--- src/hdl/assert_macros.svh ---
// Assertion macros shared by the RTL; they compile away under SYNTHESIS.
`ifndef ASSERT_MACROS_SVH
`define ASSERT_MACROS_SVH

`ifndef SYNTHESIS

// Condition holds at every rising clock edge out of reset
`define ASSERT_ALWAYS(label, clk, rst_n, cond, msg) \
	label: assert property (@(posedge clk) disable iff (!rst_n) (cond)) else $error(msg);

// Same-cycle implication
`define ASSERT_IMPLIES(label, clk, rst_n, pre, post, msg) \
	label: assert property (@(posedge clk) disable iff (!rst_n) (pre) |-> (post)) \
		else $error(msg);

// Next-cycle implication
`define ASSERT_NEXT(label, clk, rst_n, pre, post, msg) \
	label: assert property (@(posedge clk) disable iff (!rst_n) (pre) |=> (post)) \
		else $error(msg);

`else

`define ASSERT_ALWAYS(label, clk, rst_n, cond, msg)
`define ASSERT_IMPLIES(label, clk, rst_n, pre, post, msg)
`define ASSERT_NEXT(label, clk, rst_n, pre, post, msg)

`endif

`endif

--- src/hdl/tfp_pkg.sv ---
// Types and constants of the tape-following PID steering core.
package tfp_pkg;

	// register map
	localparam int CfgAddrW = 5;
	localparam int CfgDataW = 32;

	typedef enum logic [2:0] {
		REG_PROP_GAIN   = 3'd0,
		REG_DERIV_GAIN  = 3'd1,
		REG_TAPE_THRESH = 3'd2,
		REG_INTEG_LIMIT = 3'd3,
		REG_STEER_LIMIT = 3'd4,
		REG_CRUISE      = 3'd5,
		REG_LEFT_TRIM   = 3'd6,
		REG_RIGHT_TRIM  = 3'd7
	} reg_idx_t;

	typedef struct packed {
		logic [15:0] prop_gain;
		logic [15:0] deriv_gain;
		logic [11:0] tape_threshold;
		logic [23:0] integrator_limit;
		logic [11:0] steer_limit;
		logic [11:0] cruise_speed;
		logic [8:0]  left_trim;
		logic [8:0]  right_trim;
	} cfg_t;

	localparam cfg_t CfgReset = '{
		prop_gain:        16'd10000,
		deriv_gain:       16'd10000,
		tape_threshold:   12'd2048,
		integrator_limit: 24'd100000,
		steer_limit:      12'd1000,
		cruise_speed:     12'd2000,
		left_trim:        9'd256,
		right_trim:       9'd256
	};

	// error codes
	localparam int ErrW  = 4;
	localparam int JumpW = 5;
	localparam logic signed [ErrW-1:0] ErrZero    = 4'sd0;
	localparam logic signed [ErrW-1:0] ErrNegNear = -4'sd2;
	localparam logic signed [ErrW-1:0] ErrPosNear = 4'sd2;
	localparam logic signed [ErrW-1:0] ErrNegFar  = -4'sd5;
	localparam logic signed [ErrW-1:0] ErrPosFar  = 4'sd5;
	localparam logic SideLeft  = 1'b0;
	localparam logic SideRight = 1'b1;

	// arithmetic widths
	localparam int KiGain       = 35 * 10;
	localparam int DwellTickMs  = 100;
	localparam int SteerW       = 12;
	localparam int MulAW        = 17;
	localparam int MulBW        = 10;
	localparam int ProdW        = MulAW + MulBW;
	localparam int PropW        = 21;
	localparam int IntegW       = 26;
	localparam int IntegAccW    = 28;
	localparam int DerivQuotW   = 20;
	localparam int SumW         = 27;
	localparam int BaseW        = 14;
	localparam int TrimFracBits = 8;
	localparam int DwellW       = 26;
	localparam int TimeW        = 32;

	// 32-bit divide by DwellTickMs: q = (x * DwellRecip) >> DwellRecipShift
	localparam logic [TimeW-1:0] DwellRecip      = 32'h51EB_851F;
	localparam int               DwellRecipShift = 37;

	// serial divider
	localparam int DvdW     = 32;
	localparam int DivisorW = DwellW + 1;
	localparam int IterW    = 6;

	typedef struct packed {
		logic                start;
		logic [IterW-1:0]    iters;
		logic [DvdW-1:0]     dividend;
		logic [DivisorW-1:0] divisor;
	} div_req_t;

	typedef struct packed {
		logic            busy;
		logic            done;
		logic [DvdW-1:0] quotient;
	} div_rsp_t;

	// sequencer states
	typedef enum logic [3:0] {
		ST_IDLE,
		ST_MUL_P,
		ST_MUL_I,
		ST_INTEG,
		ST_MUL_D,
		ST_DIV_D,
		ST_SUM,
		ST_STEER,
		ST_MUL_L,
		ST_MUL_R,
		ST_DUTY_R,
		ST_DIV_T,
		ST_DONE
	} state_t;

endpackage

--- src/hdl/tfp_cfg_regs.sv ---
// APB register file holding the steering configuration.
module tfp_cfg_regs import tfp_pkg::*; (
	input  logic                clk,
	input  logic                arst_n,
	input  logic                psel,
	input  logic                penable,
	input  logic                pwrite,
	input  logic [CfgAddrW-1:0] paddr,
	input  logic [CfgDataW-1:0] pwdata,
	output logic [CfgDataW-1:0] prdata,
	output logic                pready,
	output cfg_t                cfg
);

	reg_idx_t idx;
	cfg_t     cfg_q;
	logic     wr_en;

	assign idx    = reg_idx_t'(paddr[CfgAddrW-1:2]);
	assign wr_en  = psel && penable && pwrite;
	assign pready = 1'b1;
	assign cfg    = cfg_q;

	// register writes
	always_ff @(posedge clk or negedge arst_n) begin
		if (!arst_n) begin
			cfg_q <= CfgReset;
		end else if (wr_en) begin
			unique case (idx)
				REG_PROP_GAIN:   cfg_q.prop_gain        <= pwdata[15:0];
				REG_DERIV_GAIN:  cfg_q.deriv_gain       <= pwdata[15:0];
				REG_TAPE_THRESH: cfg_q.tape_threshold   <= pwdata[11:0];
				REG_INTEG_LIMIT: cfg_q.integrator_limit <= pwdata[23:0];
				REG_STEER_LIMIT: cfg_q.steer_limit      <= pwdata[11:0];
				REG_CRUISE:      cfg_q.cruise_speed     <= pwdata[11:0];
				REG_LEFT_TRIM:   cfg_q.left_trim        <= pwdata[8:0];
				REG_RIGHT_TRIM:  cfg_q.right_trim       <= pwdata[8:0];
			endcase
		end
	end

	// readback
	always_comb begin
		unique case (idx)
			REG_PROP_GAIN:   prdata = CfgDataW'(cfg_q.prop_gain);
			REG_DERIV_GAIN:  prdata = CfgDataW'(cfg_q.deriv_gain);
			REG_TAPE_THRESH: prdata = CfgDataW'(cfg_q.tape_threshold);
			REG_INTEG_LIMIT: prdata = CfgDataW'(cfg_q.integrator_limit);
			REG_STEER_LIMIT: prdata = CfgDataW'(cfg_q.steer_limit);
			REG_CRUISE:      prdata = CfgDataW'(cfg_q.cruise_speed);
			REG_LEFT_TRIM:   prdata = CfgDataW'(cfg_q.left_trim);
			REG_RIGHT_TRIM:  prdata = CfgDataW'(cfg_q.right_trim);
		endcase
	end

endmodule

--- src/hdl/tfp_serial_div.sv ---
// Restoring serial divider, one quotient bit per cycle.
module tfp_serial_div import tfp_pkg::*; (
	input  logic     clk,
	input  logic     arst_n,
	input  div_req_t req,
	output div_rsp_t rsp
);

	logic [IterW-1:0]    cnt_q;
	logic                done_q;
	logic [DivisorW-1:0] rem_q;
	logic [DivisorW-1:0] dsr_q;
	logic [DvdW-1:0]     dvd_q;
	logic                busy;
	logic [DivisorW:0]   rem_sh;
	logic [DivisorW+1:0] diff;
	logic                fits;
	logic [DivisorW-1:0] rem_next;

	assign busy = (cnt_q != '0);

	// trial subtract of the shifted remainder
	always_comb begin
		rem_sh   = {rem_q, dvd_q[DvdW-1]};
		diff     = {1'b0, rem_sh} - {2'b00, dsr_q};
		fits     = !diff[DivisorW+1];
		rem_next = fits ? diff[DivisorW-1:0] : rem_sh[DivisorW-1:0];
	end

	// iteration count and completion pulse
	always_ff @(posedge clk or negedge arst_n) begin
		if (!arst_n) begin
			cnt_q  <= '0;
			done_q <= 1'b0;
		end else begin
			done_q <= busy && (cnt_q == IterW'(1));
			if (req.start) begin
				cnt_q <= req.iters;
			end else if (busy) begin
				cnt_q <= cnt_q - IterW'(1);
			end
		end
	end

	// quotient bits shift in where dividend bits shift out
	always_ff @(posedge clk) begin
		if (req.start) begin
			rem_q <= '0;
			dsr_q <= req.divisor;
			dvd_q <= req.dividend;
		end else if (busy) begin
			rem_q <= rem_next;
			dvd_q <= {dvd_q[DvdW-2:0], fits};
		end
	end

	assign rsp.busy     = busy;
	assign rsp.done     = done_q;
	assign rsp.quotient = dvd_q;

endmodule

--- src/hdl/tfp_mul.sv ---
// Shared signed multiplier with a registered product.
module tfp_mul import tfp_pkg::*; (
	input  logic                    clk,
	input  logic signed [MulAW-1:0] a,
	input  logic signed [MulBW-1:0] b,
	output logic signed [ProdW-1:0] prod_q
);

	always_ff @(posedge clk) begin
		prod_q <= ProdW'(a) * ProdW'(b);
	end

endmodule

--- src/hdl/tape_follow_pid_steering_core.sv ---
// Top level of the tape-following PID steering core: sequencer and datapath.
// Usage:
//   Input items arrive on s_tvalid/s_tready/s_tdata: two tape sensor samples
//   and a millisecond timestamp. For each item the core emits one result on
//   m_tvalid/m_tready/m_tdata: both wheel duties, the position error and the
//   clamped steering amount. Gains, limits and trims sit behind an APB port
//   and are to be written while the core is idle; the core does not enforce it.
//   One item at a time runs through a small sequencer that reuses one
//   registered multiplier and one serial divider; the derivative division
//   takes 20 iterations. When the error did not change, the elapsed time is
//   scaled to tenths of a second by a reciprocal multiply in the extra state ST_DIV_T.
//   s_tready is high only while the sequencer waits for an item in ST_IDLE, so
//   the next item is taken only once the previous one has left its last step.
//   The result sits in an output register; if the receiver stalls, the next
//   item is still taken and computed, and it waits at its last step until the
//   output register frees up.
//   Reset clears the integrator, error history and current dwell time, sets the
//   prior dwell to 1 and loads the default configuration; no result is pending after reset.
`include "assert_macros.svh"

module tape_follow_pid_steering_core import tfp_pkg::*; #(
	parameter int SAMPLE_BITS = 12,
	parameter int DUTY_BITS   = 12
) (
	input  logic                clk,
	input  logic                arst_n,
	// APB configuration
	input  logic                psel,
	input  logic                penable,
	input  logic                pwrite,
	input  logic [CfgAddrW-1:0] paddr,
	input  logic [CfgDataW-1:0] pwdata,
	output logic [CfgDataW-1:0] prdata,
	output logic                pready,
	// input items
	input  logic                s_tvalid,
	output logic                s_tready,
	// left_sample, right_sample, now_ms (from bit 0 up), zero padded to bytes
	input  logic [((2*SAMPLE_BITS+TimeW+7)/8)*8-1:0] s_tdata,
	// result items
	output logic                m_tvalid,
	input  logic                m_tready,
	// left_duty, right_duty, track_error, steer_amount (from bit 0 up), zero padded
	output logic [((2*DUTY_BITS+ErrW+SteerW+7)/8)*8-1:0] m_tdata
);

	localparam int OutBusW   = ((2*DUTY_BITS+ErrW+SteerW+7)/8)*8;
	localparam int DutyFullW = ProdW - TrimFracBits;
	localparam int DwellProdW = 2*TimeW;
	localparam logic [DutyFullW-1:0] DutyMax = DutyFullW'((1 << DUTY_BITS) - 1);
	localparam logic [IterW-1:0] DerivIters = IterW'(DerivQuotW);

	cfg_t     cfg;
	div_req_t div_req;
	div_rsp_t div_rsp;

	state_t state_q, state_next;

	// sequencer-held PID state
	logic signed [ErrW-1:0]   err_q;
	logic signed [ErrW-1:0]   prev_err_q;
	logic                     last_side_q;
	logic signed [IntegW-1:0] integ_q;
	logic signed [JumpW-1:0]  jump_q;
	logic [DwellW-1:0]        prior_dwell_q;
	logic [DwellW-1:0]        cur_dwell_q;
	logic [TimeW-1:0]         change_time_q;
	logic                     m_tvalid_q;

	// per-item working registers
	logic [TimeW-1:0]             now_q;
	logic [TimeW-1:0]             elapsed_q;
	logic signed [PropW-1:0]      p_q;
	logic                         d_neg_q;
	logic signed [DerivQuotW:0]   d_q;
	logic signed [SumW-1:0]       sum_q;
	logic [SteerW-1:0]            steer_g_q;
	logic [DUTY_BITS-1:0]         duty_l_q;
	logic [DUTY_BITS-1:0]         duty_r_q;
	logic [DUTY_BITS-1:0]         out_duty_l_q;
	logic [DUTY_BITS-1:0]         out_duty_r_q;
	logic signed [ErrW-1:0]       out_err_q;
	logic [SteerW-1:0]            out_steer_q;

	// shared multiplier
	logic signed [MulAW-1:0] mul_a;
	logic signed [MulBW-1:0] mul_b;
	logic signed [ProdW-1:0] prod;

	// combinational helpers
	logic [SAMPLE_BITS-1:0]      in_left;
	logic [SAMPLE_BITS-1:0]      in_right;
	logic [TimeW-1:0]            in_now;
	logic [SAMPLE_BITS-1:0]      thresh;
	logic signed [ErrW-1:0]      err_new;
	logic                        side_new;
	logic                        accept;
	logic                        out_free;
	logic                        err_changed;
	logic signed [IntegAccW-1:0] integ_acc;
	logic signed [IntegAccW-1:0] integ_ext;
	logic signed [IntegAccW-1:0] lim_pos;
	logic signed [IntegAccW-1:0] lim_neg;
	logic [ProdW-1:0]            prod_mag;
	logic [DivisorW-1:0]         dwell_sum;
	logic [DivisorW-1:0]         dwell_div;
	logic [TimeW-1:0]            elapsed;
	logic [DwellProdW-1:0]       dwell_prod;
	logic [SumW-1:0]             sum_mag;
	logic signed [BaseW-1:0]     cruise_s;
	logic signed [BaseW-1:0]     steer_s;
	logic signed [BaseW-1:0]     base_l;
	logic signed [BaseW-1:0]     base_r;
	logic [BaseW-2:0]            clip_l;
	logic [BaseW-2:0]            clip_r;
	logic [DutyFullW-1:0]        duty_full;
	logic [DUTY_BITS-1:0]        duty_sat;
	logic [DerivQuotW-1:0]       d_mag;

	tfp_cfg_regs u_cfg (
		.clk     (clk),
		.arst_n  (arst_n),
		.psel    (psel),
		.penable (penable),
		.pwrite  (pwrite),
		.paddr   (paddr),
		.pwdata  (pwdata),
		.prdata  (prdata),
		.pready  (pready),
		.cfg     (cfg)
	);

	tfp_mul u_mul (
		.clk    (clk),
		.a      (mul_a),
		.b      (mul_b),
		.prod_q (prod)
	);

	tfp_serial_div u_div (
		.clk    (clk),
		.arst_n (arst_n),
		.req    (div_req),
		.rsp    (div_rsp)
	);

	// input fields
	assign in_left  = s_tdata[SAMPLE_BITS-1:0];
	assign in_right = s_tdata[2*SAMPLE_BITS-1:SAMPLE_BITS];
	assign in_now   = s_tdata[2*SAMPLE_BITS+TimeW-1:2*SAMPLE_BITS];
	assign thresh   = SAMPLE_BITS'(cfg.tape_threshold);

	assign accept      = s_tvalid && s_tready;
	assign out_free    = !m_tvalid_q || m_tready;
	assign err_changed = (err_q != prev_err_q);

	// position error from the two sensors; equal-to-threshold keeps the old error
	always_comb begin
		err_new  = err_q;
		side_new = last_side_q;
		if (in_left > thresh && in_right > thresh) begin
			err_new = ErrZero;
		end else if (in_left < thresh && in_right > thresh) begin
			err_new  = ErrNegNear;
			side_new = SideLeft;
		end else if (in_left > thresh && in_right < thresh) begin
			err_new  = ErrPosNear;
			side_new = SideRight;
		end else if (in_left < thresh && in_right < thresh) begin
			err_new = (last_side_q == SideRight) ? ErrPosFar : ErrNegFar;
		end
	end

	// integrator clamp
	assign integ_ext = IntegAccW'(integ_q);
	assign integ_acc = integ_ext + IntegAccW'(prod);
	assign lim_pos   = $signed({{(IntegAccW-24){1'b0}}, cfg.integrator_limit});
	assign lim_neg   = -lim_pos;

	// derivative operands
	assign prod_mag  = prod[ProdW-1] ? ProdW'(-prod) : ProdW'(prod);
	assign dwell_sum = {1'b0, prior_dwell_q} + {1'b0, cur_dwell_q};
	assign dwell_div = (dwell_sum == '0) ? DivisorW'(1) : dwell_sum;
	assign elapsed   = now_q - change_time_q;
	assign d_mag     = div_rsp.quotient[DerivQuotW-1:0];

	// elapsed ms to tenths of a second by reciprocal multiply
	assign dwell_prod = DwellProdW'(elapsed_q) * DwellProdW'(DwellRecip);

	// steering magnitude and wheel bases
	assign sum_mag  = sum_q[SumW-1] ? SumW'(-sum_q) : SumW'(sum_q);
	assign cruise_s = $signed({2'b00, cfg.cruise_speed});
	assign steer_s  = $signed({2'b00, steer_g_q});

	always_comb begin
		if (err_q < 0) begin
			base_l = cruise_s + steer_s;
			base_r = cruise_s - steer_s;
		end else if (err_q > 0) begin
			base_l = cruise_s - steer_s;
			base_r = cruise_s + steer_s;
		end else begin
			base_l = cruise_s;
			base_r = cruise_s;
		end
	end

	assign clip_l = (base_l > 0) ? base_l[BaseW-2:0] : '0;
	assign clip_r = (base_r > 0) ? base_r[BaseW-2:0] : '0;

	// trimmed duty, Q8 scale then saturate
	assign duty_full = prod[ProdW-1:TrimFracBits];
	assign duty_sat  = (duty_full > DutyMax) ? DutyMax[DUTY_BITS-1:0]
	                                         : duty_full[DUTY_BITS-1:0];

	// next state
	always_comb begin
		state_next = state_q;
		unique case (state_q)
			ST_IDLE:   if (s_tvalid) state_next = ST_MUL_P;
			ST_MUL_P:  state_next = ST_MUL_I;
			ST_MUL_I:  state_next = ST_INTEG;
			ST_INTEG:  state_next = ST_MUL_D;
			ST_MUL_D:  state_next = ST_DIV_D;
			ST_DIV_D:  if (div_rsp.done) state_next = ST_SUM;
			ST_SUM:    state_next = ST_STEER;
			ST_STEER:  state_next = ST_MUL_L;
			ST_MUL_L:  state_next = ST_MUL_R;
			ST_MUL_R:  state_next = ST_DUTY_R;
			ST_DUTY_R: state_next = err_changed ? ST_DONE : ST_DIV_T;
			ST_DIV_T:  state_next = ST_DONE;
			ST_DONE:   if (out_free) state_next = ST_IDLE;
			default:   state_next = ST_IDLE;
		endcase
	end

	// sequencer outputs: handshake, multiplier operands, divider requests
	always_comb begin
		s_tready         = 1'b0;
		mul_a            = '0;
		mul_b            = '0;
		div_req.start    = 1'b0;
		div_req.iters    = DerivIters;
		div_req.dividend = '0;
		div_req.divisor  = dwell_div;
		unique case (state_q)
			ST_IDLE: s_tready = 1'b1;
			ST_MUL_P: begin
				mul_a = $signed({1'b0, cfg.prop_gain});
				mul_b = MulBW'(err_q);
			end
			ST_MUL_I: begin
				mul_a = MulAW'(KiGain);
				mul_b = MulBW'(err_q);
			end
			ST_INTEG: begin
				mul_a = $signed({1'b0, cfg.deriv_gain});
				mul_b = MulBW'(jump_q);
			end
			ST_MUL_D: begin
				div_req.start    = 1'b1;
				div_req.dividend = {prod_mag[DerivQuotW-1:0], {(DvdW-DerivQuotW){1'b0}}};
			end
			ST_MUL_L: begin
				mul_a = $signed(MulAW'(clip_l));
				mul_b = $signed({1'b0, cfg.left_trim});
			end
			ST_MUL_R: begin
				mul_a = $signed(MulAW'(clip_r));
				mul_b = $signed({1'b0, cfg.right_trim});
			end
			default: ;
		endcase
	end

	// PID state and control
	always_ff @(posedge clk or negedge arst_n) begin
		if (!arst_n) begin
			state_q       <= ST_IDLE;
			err_q         <= ErrZero;
			prev_err_q    <= ErrZero;
			last_side_q   <= SideLeft;
			integ_q       <= '0;
			jump_q        <= '0;
			prior_dwell_q <= DwellW'(1);
			cur_dwell_q   <= '0;
			change_time_q <= '0;
			m_tvalid_q    <= 1'b0;
		end else begin
			state_q <= state_next;
			if (accept) begin
				err_q       <= err_new;
				last_side_q <= side_new;
			end
			if (state_q == ST_INTEG) begin
				if (integ_acc > lim_pos) begin
					integ_q <= IntegW'(lim_pos);
				end else if (integ_acc < lim_neg) begin
					integ_q <= IntegW'(lim_neg);
				end else begin
					integ_q <= IntegW'(integ_acc);
				end
			end
			// dwell bookkeeping after the output is formed
			if (state_q == ST_DUTY_R) begin
				prev_err_q <= err_q;
				if (err_changed) begin
					jump_q        <= JumpW'(err_q) - JumpW'(prev_err_q);
					change_time_q <= now_q;
					prior_dwell_q <= cur_dwell_q;
					cur_dwell_q   <= '0;
				end
			end
			if (state_q == ST_DIV_T) begin
				cur_dwell_q <= dwell_prod[DwellRecipShift +: DwellW];
			end
			// output register handshake
			if (state_q == ST_DONE && out_free) begin
				m_tvalid_q <= 1'b1;
			end else if (m_tready) begin
				m_tvalid_q <= 1'b0;
			end
		end
	end

	// datapath working registers
	always_ff @(posedge clk) begin
		if (accept) begin
			now_q <= in_now;
		end
		if (state_q == ST_MUL_I) begin
			p_q <= PropW'(prod);
		end
		if (state_q == ST_MUL_D) begin
			d_neg_q <= prod[ProdW-1];
		end
		if (state_q == ST_DIV_D && div_rsp.done) begin
			d_q <= d_neg_q ? -$signed({1'b0, d_mag}) : $signed({1'b0, d_mag});
		end
		if (state_q == ST_SUM) begin
			sum_q <= SumW'(p_q) + SumW'(integ_q) + SumW'(d_q);
		end
		if (state_q == ST_STEER) begin
			steer_g_q <= (sum_mag > SumW'(cfg.steer_limit)) ? cfg.steer_limit
			                                                 : sum_mag[SteerW-1:0];
		end
		if (state_q == ST_MUL_R) begin
			duty_l_q <= duty_sat;
		end
		if (state_q == ST_DUTY_R) begin
			duty_r_q  <= duty_sat;
			elapsed_q <= elapsed;
		end
		if (state_q == ST_DONE && out_free) begin
			out_duty_l_q <= duty_l_q;
			out_duty_r_q <= duty_r_q;
			out_err_q    <= err_q;
			out_steer_q  <= steer_g_q;
		end
	end

	assign m_tvalid = m_tvalid_q;
	assign m_tdata  = OutBusW'({out_steer_q, out_err_q, out_duty_r_q, out_duty_l_q});

	// checks
	`ASSERT_NEXT(a_accept_starts_seq, clk, arst_n, s_tvalid && s_tready, state_q == ST_MUL_P, "accepted item did not start the sequencer")
	`ASSERT_IMPLIES(a_div_start_free, clk, arst_n, div_req.start, !div_rsp.busy, "divider started while busy")
	`ASSERT_NEXT(a_integ_in_limit, clk, arst_n, state_q == ST_INTEG, (integ_ext <= lim_pos) && (integ_ext >= lim_neg), "integrator outside its clamp")
	`ASSERT_IMPLIES(a_steer_in_limit, clk, arst_n, m_tvalid, out_steer_q <= cfg.steer_limit, "steer amount above steer limit")

endmodule

--- config.mk ---
export PLATFORM = sky130hd
export DESIGN_NAME = tape_follow_pid_steering_core
export DESIGN_NICKNAME = d
export VERILOG_FILES = /design/src/hdl/tfp_pkg.sv /design/src/hdl/tfp_cfg_regs.sv /design/src/hdl/tfp_serial_div.sv /design/src/hdl/tfp_mul.sv /design/src/hdl/tape_follow_pid_steering_core.sv
export VERILOG_INCLUDE_DIRS = /design/src /design/src/hdl
export SDC_FILE = /design/constraint.sdc
export NUM_CORES = 2
export LEC_CHECK = 0
export BUFFER_PORTS_ARGS = -buffer_cell sky130_fd_sc_hd__buf_2
export CORE_MARGIN = 1.5
export CORE_UTILIZATION = 50
export CTS_CLUSTER_SIZE = 30
export DETAILED_ROUTE_END_ITERATION = 12
export PLACE_DENSITY = 0.78
export SLEW_MARGIN = 10
export SYNTH_ARGS = -nofsm -noshare
export SYNTH_HDL_FRONTEND = slang
export SYNTH_SLANG_ARGS = --single-unit
--- constraint.sdc ---
create_clock -name clk -period 10.47 [get_ports clk]
set_clock_uncertainty 0.05 [all_clocks]
set_input_delay 0.5235 -clock clk [delete_from_list [all_inputs] [get_ports clk]]
set_output_delay 0.5235 -clock clk [all_outputs]
set_load 0.03 [all_outputs]
==> impl_metrics.ini <==
[layout]
instances_no_fill = 6914
final_cell_mix = 802 x inv_1, 728 x ha_1, 534 x fa_1, 402 x nand2_1, 293 x o21ai_0
fin_area_mm2 = 0.0593
mostFrequentLayoutCell = inv_1
final_nets = 6821
n_antenna_cell = 0
layout-drive-gt1-share = 0.0994
area_growth_pct = 9.09

[synthesis]
synthFlopType = edfxtp_1
netlist_area_mm2 = 0.0544
yosys_warnings = 0
syn_area_per_cell_um2 = 10.3
ys_types = 85
synth-seq-cells = 569
seq_area_frac_synth = 0.282
synthArstFlopShare = 0.432
syn_inst = 5273
synth_edf_count = 269

[flow_run]
cap_violations = 0

[clock_network]
h-tree-depth = 2
cts_tree = done
clock_latency_ns = 0.71
cts-root-buf = clkbuf_16
clk_path_buf_depth = 3
cts_buffers = 61
clk_pin_slew_ns = 0.06
cts_sinks = 569

[floorplanning]
fp-row-count = 120
initial_core_util = 0.506
die_h_um = 333
core_mm2 = 0.108
boundaryPins = 175
die_area_mm2 = 0.111
die_w_um = 333

[grt]
grt_pass1_wl_um = 225000
grt_max_degree = 102
globalRoute.totalOverflow = 0
grt_usage = 0.259
grt_pass1_vias = 40300
antenna_found_initial = 1

[worst_setup_path]
r2r_cells = 34
cp-end-kind = flip-flop
crit_slowest_cell = o221ai_1
worst_path_largest_cell_delay_ns = 0.87
cp-start-kind = flip-flop
cp.required_ns = 11.05
crit_arrival_ns = 9.70
rr_startpoint = u_cfg.cfg[18]$_DFFE_PN0P_
critPathKind = flip-flop to flip-flop
crit_start = u_cfg.cfg[18]$_DFFE_PN0P_
ff2ff_setup_slack_ns = 1.36
r2r-end = u_mul.prod_q[26]$_DFF_P_
cp_max_fo = 15

[sta]
hold_viol = 0
tns_ns = 0
finalCriticalPeriod_ns = 9.11
setup_viol = 0
finalMaxSlewViolations = 0
slew_headroom = 0.171
rsz0062_at_grt = false
fmax_mhz = 110
period_share = 0.870
worstMarginPinSlew_ns = 1.23

[drt]
dr.pass1.iters = 6
route.detailed.drc = 0
num_vias = 39900
viasPerCell = 5.78
routed_wirelength_um = 142000
drtIter0Drc = 3253
antenna_left = 0
wl_per_cell_um = 20.5

[power]
power_mw = 5.40
vdd_drop_max_uv = 153
p_leak_nw = 29.1
cellPowerDensity_mw_per_mm2 = 91.0

[place]
gp_congestion = 0.977
portBuffers = 155
dpl.cell_count = 6760
hpwl_um = 113000
post_dp_cell_area_mm2 = 0.0569

[min_path]
min_from = s_tdata[28]
hold_class = input pin to flip-flop
worst_hold_path.num_cells = 1
holdPathEnd = now_q[4]$_DFFE_PP_

[run_status]
status = completed
==> how the worst max path moves through the flow <==
| stage | slack [ns] | cells past startpoint | end |
|---|---|---|---|
| after detailed placement | 1.38 | 23 | cur_dwell_q[24]$_DFFE_PN0P_ |
| after floorplan | 1.72 | 30 | u_mul.prod_q[26]$_DFF_P_ |
| after global routing | 0.63 | 33 | u_mul.prod_q[26]$_DFF_P_ |
| final | 1.36 | 34 | u_mul.prod_q[26]$_DFF_P_ |
| after CTS | 1.43 | 25 | cur_dwell_q[25]$_DFFE_PN0P_ |
| after global placement | 1.54 | 23 | cur_dwell_q[25]$_DFFE_PN0P_ |
==> through the flow <==
step           hold WS (ns)   util  worst slack, ns
2_1_floorplan         0.178      -             1.72
3_3_place_gp          0.352  0.529             1.54
3_5_place_dp          0.355  0.529             1.38
4_1_cts             0.00387  0.552             1.43
5_1_grt            0.000275  0.552            0.628
6_report             0.0403  0.552             1.36
==> cell type report <==
class / count / area [µm²]
Clock buffer: 78 / 1680
Clock inverter: 37 / 380
Fill cell: 9176 / 48200
Inverter: 806 / 3030
Multi-Input combinational cell: 3779 / 35600
Sequential cell: 569 / 15400
Tap cell: 1403 / 1760
Timing Repair Buffer: 242 / 1540
==> worst max-delay path, delay by kind of cell (launching register included) <==
family                     cells  cell delay (ns)
AOI/OAI and AO/OA             17             3.96
xor gates and xnor gates       1             0.13
adders and majority gates      8             3.36
buffers and inverters          4             0.40
DFF                            1             0.37
and+or+nand+nor                4             0.78
==> sequential cells by signal, indices dropped and copies added, names as in the netlist, 5 cells and up <==
register and cells:
change_time_q 32, cur_dwell_q 26, d_q 21, duty_l_q 12, duty_r_q 12, elapsed_q 32
integ_q 26, jump_q 5, now_q 32, out_duty_l_q 12, out_duty_r_q 12, out_steer_q 12
p_q 21, prior_dwell_q 26, steer_g_q 12, sum_q 27, u_cfg.cfg 110, u_div.cnt_q 6
u_div.dsr_q 27, u_div.dvd_q 32, u_div.rem_q 27, u_mul.prod_q 27
==> Yosys cell counts (57+ instances only) <==
cell type  count  area, µm²
a21o_1       119        893
a21oi_1      257       1290
clkbuf_1     106        398
dfrtp_1      214       5360
edfxtp_1     269       8080
fa_1         534      10700
ha_1         728       9110
inv_1        803       3010
mux2_2       133       1500
nand2_1      403       1510
nand3_1       63        315
nor2_1       257        965
nor2b_1       57        357
nor3_1        78        390
o21ai_0      293       1470
xnor2_1      175       1530
xor2_1        81        709
==> power by group <==
group | switching (mW) | internal (mW)
logic | 0.344 | 0.244
registers | 0.131 | 2.44
clock network | 0.973 | 1.27
total | 1.45 | 3.95
==> cells by family after synthesis <==
group	Yosys count	synth area share
flip-flops	569	0.282
multiplexers	198	0.0424
buffers and inverters	932	0.0651
AO/OA/AOI/OAI	982	0.113
adder cells (fa/ha/maj)	1262	0.364
AND/OR/NAND/NOR	1072	0.0916
other	2	0.000138
XOR/XNOR	256	0.0412
==> routing by layer <==
layer / GRT usage / wire [µm]
met4: 0.0791 / 4660
met3: 0.0482 / 11800
met2: 0.405 / 63500
met5: 0 / 0
met1: 0.365 / 61900
==> what timing repair did <==
action,in CTS,in global routing
setup buffers,0,0
hold endpoints to repair,125,0
resized for setup,0,0
hold buffers,39,0
No activity file was read; power rests on OpenSTA's default activity.
